$ cat config.mk
export PLATFORM = sky130hd
export DESIGN_NAME = button_press_classifier_unit
export DESIGN_NICKNAME = d
export VERILOG_FILES = /design/src/rtl/bpc_pkg.sv /design/src/rtl/button_press_classifier_unit.sv /design/src/rtl/bpc_cfg_regs.sv /design/src/rtl/bpc_core.sv /design/src/rtl/bpc_out_reg.sv
export SDC_FILE = /design/constraint.sdc
export NUM_CORES = 1
export LEC_CHECK = 0
export BUFFER_PORTS_ARGS = -buffer_cell sky130_fd_sc_hd__buf_4
export CAP_MARGIN = 5
export CORE_MARGIN = 2
export CORE_UTILIZATION = 35
export DETAILED_ROUTE_END_ITERATION = 16
export GPL_TIMING_DRIVEN = 0
export SLEW_MARGIN = 30
export SYNTH_ARGS = -nofsm -noshare
export SYNTH_HDL_FRONTEND = slang
export SYNTH_SLANG_ARGS = --single-unit
$ cat constraint.sdc
create_clock -name clk -period 4.78 [get_ports clk]
set_clock_uncertainty 0.2 [all_clocks]
set_input_delay 0 -clock clk [delete_from_list [all_inputs] [get_ports clk]]
set_output_delay 0 -clock clk [all_outputs]
set_load 0.05 [all_outputs]
$ cat src/rtl/bpc_pkg.sv
// ----------------------------------------------------------------------------
// bpc_pkg
// Types, register indexes and reset values for the button press classifier.
// ----------------------------------------------------------------------------
`default_nettype none

package bpc_pkg;

  localparam int unsigned COUNT_WIDTH = 16;
  localparam int unsigned REG_WIDTH   = 16;
  localparam int unsigned INDEX_WIDTH = 2;

  localparam logic [REG_WIDTH-1:0] DEBOUNCE_RESET = 16'd20;
  localparam logic [REG_WIDTH-1:0] SHORT_RESET    = 16'd150;
  localparam logic [REG_WIDTH-1:0] LONG_RESET     = 16'd700;
  localparam logic [REG_WIDTH-1:0] ULTRA_RESET    = 16'd2500;

  localparam logic [INDEX_WIDTH-1:0] REG_DEBOUNCE = 2'd0;
  localparam logic [INDEX_WIDTH-1:0] REG_SHORT    = 2'd1;
  localparam logic [INDEX_WIDTH-1:0] REG_LONG     = 2'd2;
  localparam logic [INDEX_WIDTH-1:0] REG_ULTRA    = 2'd3;

  typedef enum logic [1:0] {
    EV_NONE  = 2'd0,
    EV_SHORT = 2'd1,
    EV_LONG  = 2'd2,
    EV_ULTRA = 2'd3
  } press_event_t;

  typedef struct packed {
    logic [REG_WIDTH-1:0] debounce_ticks;
    logic [REG_WIDTH-1:0] short_ticks;
    logic [REG_WIDTH-1:0] long_ticks;
    logic [REG_WIDTH-1:0] ultra_ticks;
  } cfg_t;

endpackage

`default_nettype wire

$ cat src/rtl/button_press_classifier_unit.sv
// ----------------------------------------------------------------------------
// button_press_classifier_unit
// Debounces a sampled button level and classifies each press by duration.
// ----------------------------------------------------------------------------
// Every input transfer is one sample tick and yields exactly one result in the
// cycle after it: 0 none, 1 short, 2 long or 3 ultra long press, reported on
// the tick whose sample completes a debounced release. One sample is taken in
// every cycle that in_tvalid is high; the single result register takes a new
// sample in the same cycle as its held result leaves, and holds input back
// only while a result waits on out_tready. The user writes threshold
// registers via the cfg port while no transfer is in flight (not enforced).
`default_nettype none

module button_press_classifier_unit #(
  parameter int unsigned COUNT_WIDTH = bpc_pkg::COUNT_WIDTH
) (
  input  wire logic                            clk,
  input  wire logic                            rst_n,
  input  wire logic                            in_tvalid,
  output logic                                 in_tready,
  // Bit 0: raw_pressed.
  input  wire logic [7:0]                      in_tdata,
  output logic                                 out_tvalid,
  input  wire logic                            out_tready,
  // Bits 1:0: press_event.
  output logic [7:0]                           out_tdata,
  input  wire logic                            cfg_we,
  input  wire logic [bpc_pkg::INDEX_WIDTH-1:0] cfg_index,
  input  wire logic [bpc_pkg::REG_WIDTH-1:0]   cfg_wdata
);

  bpc_pkg::cfg_t         cfg;
  bpc_pkg::press_event_t press_event;
  bpc_pkg::press_event_t out_event;
  logic                  step;

  bpc_cfg_regs u_cfg (
    .clk       (clk),
    .rst_n     (rst_n),
    .cfg_we    (cfg_we),
    .cfg_index (cfg_index),
    .cfg_wdata (cfg_wdata),
    .cfg       (cfg)
  );

  bpc_core #(
    .COUNT_WIDTH (COUNT_WIDTH)
  ) u_core (
    .clk         (clk),
    .rst_n       (rst_n),
    .step        (step),
    .raw_pressed (in_tdata[0]),
    .cfg         (cfg),
    .press_event (press_event)
  );

  bpc_out_reg u_out (
    .clk         (clk),
    .rst_n       (rst_n),
    .in_tvalid   (in_tvalid),
    .in_tready   (in_tready),
    .press_event (press_event),
    .out_tvalid  (out_tvalid),
    .out_tready  (out_tready),
    .out_event   (out_event),
    .step        (step)
  );

  assign out_tdata = {6'b0, out_event};

endmodule

`default_nettype wire

$ cat src/rtl/bpc_cfg_regs.sv
// ----------------------------------------------------------------------------
// bpc_cfg_regs
// Holds the debounce and press duration threshold registers.
// ----------------------------------------------------------------------------
`default_nettype none

module bpc_cfg_regs (
  input  wire logic                              clk,
  input  wire logic                              rst_n,
  input  wire logic                              cfg_we,
  input  wire logic [bpc_pkg::INDEX_WIDTH-1:0]   cfg_index,
  input  wire logic [bpc_pkg::REG_WIDTH-1:0]     cfg_wdata,
  output bpc_pkg::cfg_t                          cfg
);

  bpc_pkg::cfg_t cfg_r;
  bpc_pkg::cfg_t cfg_nxt;

  always_comb begin
    cfg_nxt = cfg_r;
    if (cfg_we) begin
      unique case (cfg_index)
        bpc_pkg::REG_DEBOUNCE: cfg_nxt.debounce_ticks = cfg_wdata;
        bpc_pkg::REG_SHORT:    cfg_nxt.short_ticks    = cfg_wdata;
        bpc_pkg::REG_LONG:     cfg_nxt.long_ticks     = cfg_wdata;
        bpc_pkg::REG_ULTRA:    cfg_nxt.ultra_ticks    = cfg_wdata;
        default:               cfg_nxt = cfg_r;
      endcase
    end
  end

  always_ff @(posedge clk) begin
    if (!rst_n) begin
      cfg_r.debounce_ticks <= bpc_pkg::DEBOUNCE_RESET;
      cfg_r.short_ticks    <= bpc_pkg::SHORT_RESET;
      cfg_r.long_ticks     <= bpc_pkg::LONG_RESET;
      cfg_r.ultra_ticks    <= bpc_pkg::ULTRA_RESET;
    end else begin
      cfg_r <= cfg_nxt;
    end
  end

  assign cfg = cfg_r;

endmodule

`default_nettype wire

$ cat src/rtl/bpc_core.sv
// ----------------------------------------------------------------------------
// bpc_core
// Debounce and press duration state, updated once per transfer, with the
// combinational classification of the press on a debounced release.
// ----------------------------------------------------------------------------
`default_nettype none

module bpc_core #(
  parameter int unsigned COUNT_WIDTH = bpc_pkg::COUNT_WIDTH
) (
  input  wire logic           clk,
  input  wire logic           rst_n,
  input  wire logic           step,
  input  wire logic           raw_pressed,
  input  wire bpc_pkg::cfg_t  cfg,
  output bpc_pkg::press_event_t press_event
);

  localparam int unsigned CMP_WIDTH =
    (COUNT_WIDTH > bpc_pkg::REG_WIDTH) ? COUNT_WIDTH : bpc_pkg::REG_WIDTH;

  logic                   last_raw_r, last_raw_nxt;
  logic [COUNT_WIDTH-1:0] quiet_r, quiet_nxt;
  logic                   deb_r, deb_nxt;
  logic [COUNT_WIDTH-1:0] dur_r, dur_nxt;
  logic                   await_r, await_nxt;

  logic [COUNT_WIDTH-1:0] dur_inc;
  logic                   accept_level;

  always_comb begin
    dur_inc = dur_r;
    if (deb_r && (dur_r != {COUNT_WIDTH{1'b1}})) begin
      dur_inc = dur_r + 1'b1;
    end

    last_raw_nxt = raw_pressed;
    if (raw_pressed != last_raw_r) begin
      quiet_nxt = '0;
    end else if (quiet_r == {COUNT_WIDTH{1'b1}}) begin
      quiet_nxt = quiet_r;
    end else begin
      quiet_nxt = quiet_r + 1'b1;
    end

    accept_level = (CMP_WIDTH'(quiet_nxt) > CMP_WIDTH'(cfg.debounce_ticks))
                   && (deb_r != raw_pressed);

    deb_nxt     = deb_r;
    dur_nxt     = dur_inc;
    await_nxt   = await_r;
    press_event = bpc_pkg::EV_NONE;

    if (accept_level) begin
      deb_nxt = raw_pressed;
      if (raw_pressed) begin
        dur_nxt   = '0;
        await_nxt = 1'b1;
      end else if (await_r) begin
        await_nxt = 1'b0;
        priority if (CMP_WIDTH'(dur_inc) >= CMP_WIDTH'(cfg.ultra_ticks)) begin
          press_event = bpc_pkg::EV_ULTRA;
        end else if (CMP_WIDTH'(dur_inc) >= CMP_WIDTH'(cfg.long_ticks)) begin
          press_event = bpc_pkg::EV_LONG;
        end else if (CMP_WIDTH'(dur_inc) >= CMP_WIDTH'(cfg.short_ticks)) begin
          press_event = bpc_pkg::EV_SHORT;
        end else begin
          press_event = bpc_pkg::EV_NONE;
        end
      end
    end
  end

  always_ff @(posedge clk) begin
    if (!rst_n) begin
      last_raw_r <= 1'b0;
      quiet_r    <= '0;
      deb_r      <= 1'b0;
      dur_r      <= '0;
      await_r    <= 1'b0;
    end else if (step) begin
      last_raw_r <= last_raw_nxt;
      quiet_r    <= quiet_nxt;
      deb_r      <= deb_nxt;
      dur_r      <= dur_nxt;
      await_r    <= await_nxt;
    end
  end

endmodule

`default_nettype wire

$ cat src/rtl/bpc_out_reg.sv
// ----------------------------------------------------------------------------
// bpc_out_reg
// Result register of the stream output, with the ready logic that lets a new
// transfer in when it is empty or its held result leaves in the same cycle.
// ----------------------------------------------------------------------------
`default_nettype none

module bpc_out_reg (
  input  wire logic                  clk,
  input  wire logic                  rst_n,
  input  wire logic                  in_tvalid,
  output logic                       in_tready,
  input  wire bpc_pkg::press_event_t press_event,
  output logic                       out_tvalid,
  input  wire logic                  out_tready,
  output bpc_pkg::press_event_t      out_event,
  output logic                       step
);

  logic                  valid_r, valid_nxt;
  bpc_pkg::press_event_t event_r, event_nxt;

  always_comb begin
    in_tready = !valid_r || out_tready;
    step      = in_tvalid && in_tready;
    valid_nxt = valid_r;
    event_nxt = event_r;
    if (step) begin
      valid_nxt = 1'b1;
      event_nxt = press_event;
    end else if (out_tready) begin
      valid_nxt = 1'b0;
    end
  end

  always_ff @(posedge clk) begin
    if (!rst_n) begin
      valid_r <= 1'b0;
    end else begin
      valid_r <= valid_nxt;
    end
  end

  always_ff @(posedge clk) begin
    event_r <= event_nxt;
  end

  assign out_tvalid = valid_r;
  assign out_event  = event_r;

endmodule

`default_nettype wire

==> out/summary.md <==
In the global route stage, met1 resource usage came out at 26.0%. Counting distinct cell types in the post-synthesis netlist gives 73. The tools report the filler-free cell count of the finished design as 1096. Summed over all layers, the routed wires come to 17400 um. After layout, the worst path uses 87.8% of the clock period. The tools report the total power as 0.00182 W.

The worst slack on hold paths is 0.0392 ns, and the ratio of total power to cell area is 247 nW/um^2. Once placement completed, the tool counted placed cells totaling 1055. Sorting the synthesized cells by area gives the leading types as sky130_fd_sc_hd__dfxtp_1 31%, sky130_fd_sc_hd__ha_1 13%, sky130_fd_sc_hd__nand2_1 9.0%. Dividing the detail-routed via count by the number of cells gives 5.09. For this run, global-route usage on met3 was measured as 2.14%.

After clock tree synthesis, the clock-pin slew on the worst setup and hold paths is 0.07 ns. Traced cell by cell, the critical path runs through ha_1 -> inv_1 -> nor4b_4 -> and4_1 -> a31oi_1 -> o21a_1 -> ha_1 -> nand4_1 -> nor4_1 -> a21boi_2 -> o31a_1 -> nand3b_1 -> a31oi_1. The vertical die dimension is 139 um. Worst reg2reg path startpoint: u_core.quiet_r[0]$_SDFFE_PN0P_.

Of the post-synthesis cell area, the dominant cell type holds 31.3%. A synthesized cell averages 7.96 sq um. The run finished with clean final reports. Summing over every cut layer, the via total after detailed routing is 5574. The most frequently used flop master after synthesis was sky130_fd_sc_hd__dfxtp_1. The remaining antenna violation count was 0.

In this run the worst path has a maximum fanout of 7. Clock tree root buffer cell: sky130_fd_sc_hd__clkbuf_16. After the first detailed-routing iteration, the DRC count stood at 346.

In the layout the commonest cells are 152 x sky130_fd_sc_hd__nand2_1, 99 x sky130_fd_sc_hd__dfxtp_1, 70 x sky130_fd_sc_hd__inv_1. In the global route stage, overall resource usage came out at 18.5%. Across the run, the number of max-cap violations was 0. The fraction of layout cells with a size suffix above 1 is 8.65%. Setup repair after global routing left no endpoint under its margin. At the end of the flow, the number of nets in the layout was 959. The layer flagged by global routing as most heavily used is met2. The number of flops mapped to enable cells by yosys was 2.

The half-perimeter wire length after placement was 13300 um. For the finished layout, the period the worst path requires is 4.20 ns. The multi-input combinational cells in the finished layout cover a total of 3830 sq um.

The depth of the worst hold-timing path was 4; the share of flip-flops with an asynchronous set or reset was 0%. The worst hold path terminates at u_cfg.cfg[0]$_SDFFE_PN0P_. Count of instances resized after the clock tree is built: 0. The run gives 0 as the final hold violation count. The first global-routing pass estimated 28100 um of wire. The maximum single-stage delay on the critical path works out to 0.47 ns. In this run the most critical hold path is launched from cfg_index[0]. The region available for standard cell placement spans 17800 sq um.

The logs give 0 for the count of final setup violators and 29.5% for the met2 layer usage reported by global route. After synthesis the cells add up to 6340 sq um. The tools report the worst slew margin relative to its limit as 48.7%. In this run the static leakage power is 3.01 nW. TritonCTS built the clock tree. The run gives 19200 sq um as the area of the die. The class of the most critical hold timing path is in2reg.

For the worst setup path, the data required time is 4.76 ns. The worst setup path is of the reg2reg kind. For the worst-skew pair, the clock arrives at the later sink with an insertion delay of 0.35 ns.

In this run, synthesis produced a sequential element count of 101. The via count of the first global-routing pass is 5192, and the remaining global-route overflow is 0. Timing would allow up to 238 MHz.

After filler insertion, the fill cell instance count of the layout stands at 1826. The run gives 0 ns as the final setup TNS. STA classifies the critical path endpoint as a register. The logs give 2040 sq um for the sequential standard cell area and 0 for the max-slew violation count. Library cell with the largest summed area after synthesis: sky130_fd_sc_hd__dfxtp_1. For the pin with the worst max-slew slack, the measured transition is 0.769 ns. Routability-driven placement finished with a final weighted congestion of 0.898.

The count of pins on the block boundary was 41; the TritonCTS buffer count was 9. During placement, the flow inserted port buffers numbering 25. The maximum number of pins on one net before global-route repair came out at 16. The Yosys step of the flow raised 0 warnings. Library cell contributing the largest single delay on the critical path: sky130_fd_sc_hd__dfxtp_1. The layout overhead on the synthesized area is 16.2%, and the total non-filler cell area in the finished layout is 7360 sq um. The logs give 32.2% for the post-synthesis sequential area ratio and 0 for the initial antenna violation count. The row count came out at 49. The H-tree generated during clock tree synthesis spans 3 levels. The die width was 139 um.

Average detailed-routed wire length per instance: 15.9 um. The kind of cell adding the most delay to the critical path was simple AND/OR/NAND/NOR gates. The first TritonRoute pass finished after 5 iterations. Initial core utilization: 35.5%.

The critical register-to-register path endpoint is u_out.out_event[1]$_SDFFCE_PP0P_. The cell area after placement is 6830 sq um, and the number of cells on the worst reg-to-reg path is 13. Synthesis handed over a netlist of 796 instances. STA classifies the critical path startpoint as a register. In the routed design, unresolved DRC markers number 0. For flop-to-flop paths, the worst setup slack is 0.58 ns. For the worst setup path, the data arrival time is 4.18 ns.

The clock drives 101 sinks. Leaving out fill and tap cells, the most frequent cell in the layout is sky130_fd_sc_hd__nand2_1. The clock passes through at most 2 buffers. The combined buffer and inverter count along the critical path works out to 1. In this run the worst setup path begins at u_core.quiet_r[0]$_SDFFE_PN0P_.

The worst supply voltage drop on vdd is 0.000174 V, and the number of antenna cells inserted is 0.
## tightest hold or removal path, stage by stage
cell	delay [ns]
sky130_fd_sc_hd__clkbuf_1	0.17
sky130_fd_sc_hd__nand3_1	0.16
sky130_fd_sc_hd__nand2_1	0.05
sky130_fd_sc_hd__a21boi_0	0.16
## Yosys cell counts, types with 3 or more instances
cell type,n
sky130_fd_sc_hd__nand2_1,152
sky130_fd_sc_hd__o31ai_1,3
sky130_fd_sc_hd__inv_1,70
sky130_fd_sc_hd__or3_1,8
sky130_fd_sc_hd__a21o_1,12
sky130_fd_sc_hd__nand3_1,19
sky130_fd_sc_hd__nor2_1,34
sky130_fd_sc_hd__a21boi_0,35
sky130_fd_sc_hd__o211ai_1,23
sky130_fd_sc_hd__ha_1,66
sky130_fd_sc_hd__xnor2_1,12
sky130_fd_sc_hd__nand4_1,15
sky130_fd_sc_hd__a21oi_1,64
sky130_fd_sc_hd__buf_4,7
sky130_fd_sc_hd__a211oi_1,9
sky130_fd_sc_hd__clkbuf_1,28
sky130_fd_sc_hd__o21ai_0,24
sky130_fd_sc_hd__dfxtp_1,99
sky130_fd_sc_hd__and4_1,4
sky130_fd_sc_hd__xor2_1,18
sky130_fd_sc_hd__a31oi_1,7
sky130_fd_sc_hd__nor3_1,7
sky130_fd_sc_hd__and3_1,9
sky130_fd_sc_hd__nor2b_1,3
sky130_fd_sc_hd__o21a_1,5
## layer usage
metal	vias to the layer above	part of all wire [%]
li1	2884	-
met1	2559	49
met2	110	45
met3	21	4.4
met4	0	2.0
met5	-	0
## sequential cells by signal, summed over array words and instances, names as in the netlist
register,cells
u_cfg.cfg,64
u_core.dur_r,16
u_core.quiet_r,16
u_out.out_event,2
u_core.await_r,1
u_core.last_raw_r,1
u_out.out_tvalid,1
## cells by family (layout without fill, tap and decap cells)
kind of cell	count (synthesis)	count (layout)	share of synthesized area, %
XOR/XNOR	30	30	4.15
multiplexers	3	3	0.513
AND/OR/NAND/NOR	277	277	20.7
buffers and inverters	113	179	7.70
flip-flops	101	101	32.2
AO/OA/AOI/OAI	205	205	21.6
other	1	6	0.0592
adder cells (fa/ha/maj)	66	66	13.0
## final cells by class
class / count / area share (%)
tap: 229 / 3.89
multi-input combinational: 587 / 52.0
inverter: 70 / 3.57
clock buffer: 15 / 3.77
sequential: 101 / 27.7
timing repair buffer: 50 / 5.95
clock inverter: 1 / 0.0680
buffer: 43 / 3.06
## power by group
group / switching, W / leakage, nW / internal [W] / total, W
sequential: 0.0000114 / 0.824 / 0.000867 / 0.000878
clock: 0.000328 / 0.140 / 0.000397 / 0.000725
combinational: 0.000137 / 2.04 / 0.0000771 / 0.000214
total: 0.000477 / 3.01 / 0.00134 / 0.00182
## what timing repair did
item,in CTS,in global routing
endpoints found under the hold margin,77,0
buffers inserted,0,0
hold buffers,25,0
## metrics by stage
step	util, %	setup WS [ns]
finish	41.3	0.582
global route	41.3	0.345
CTS	41.3	0.598
detailed placement	38.3	0.679
global placement	38.3	0.663
floorplan	-	1.36
## worst max-delay path by stage
| stage | slack (ns) | to | cells after the start |
|---|---|---|---|
| global placement | 0.66 | u_out.out_event[1]$_SDFFCE_PP0P_ | 13 |
| CTS | 0.60 | u_out.out_event[1]$_SDFFCE_PP0P_ | 13 |
| floorplan | 1.36 | u_core.dur_r[15]$_SDFFE_PN0P_ | 13 |
| finish | 0.58 | u_out.out_event[1]$_SDFFCE_PP0P_ | 13 |
| detailed placement | 0.68 | u_out.out_event[1]$_SDFFCE_PP0P_ | 13 |
| global route | 0.35 | u_out.out_event[1]$_SDFFCE_PP0P_ | 13 |
(Power assumes the default switching activity.)
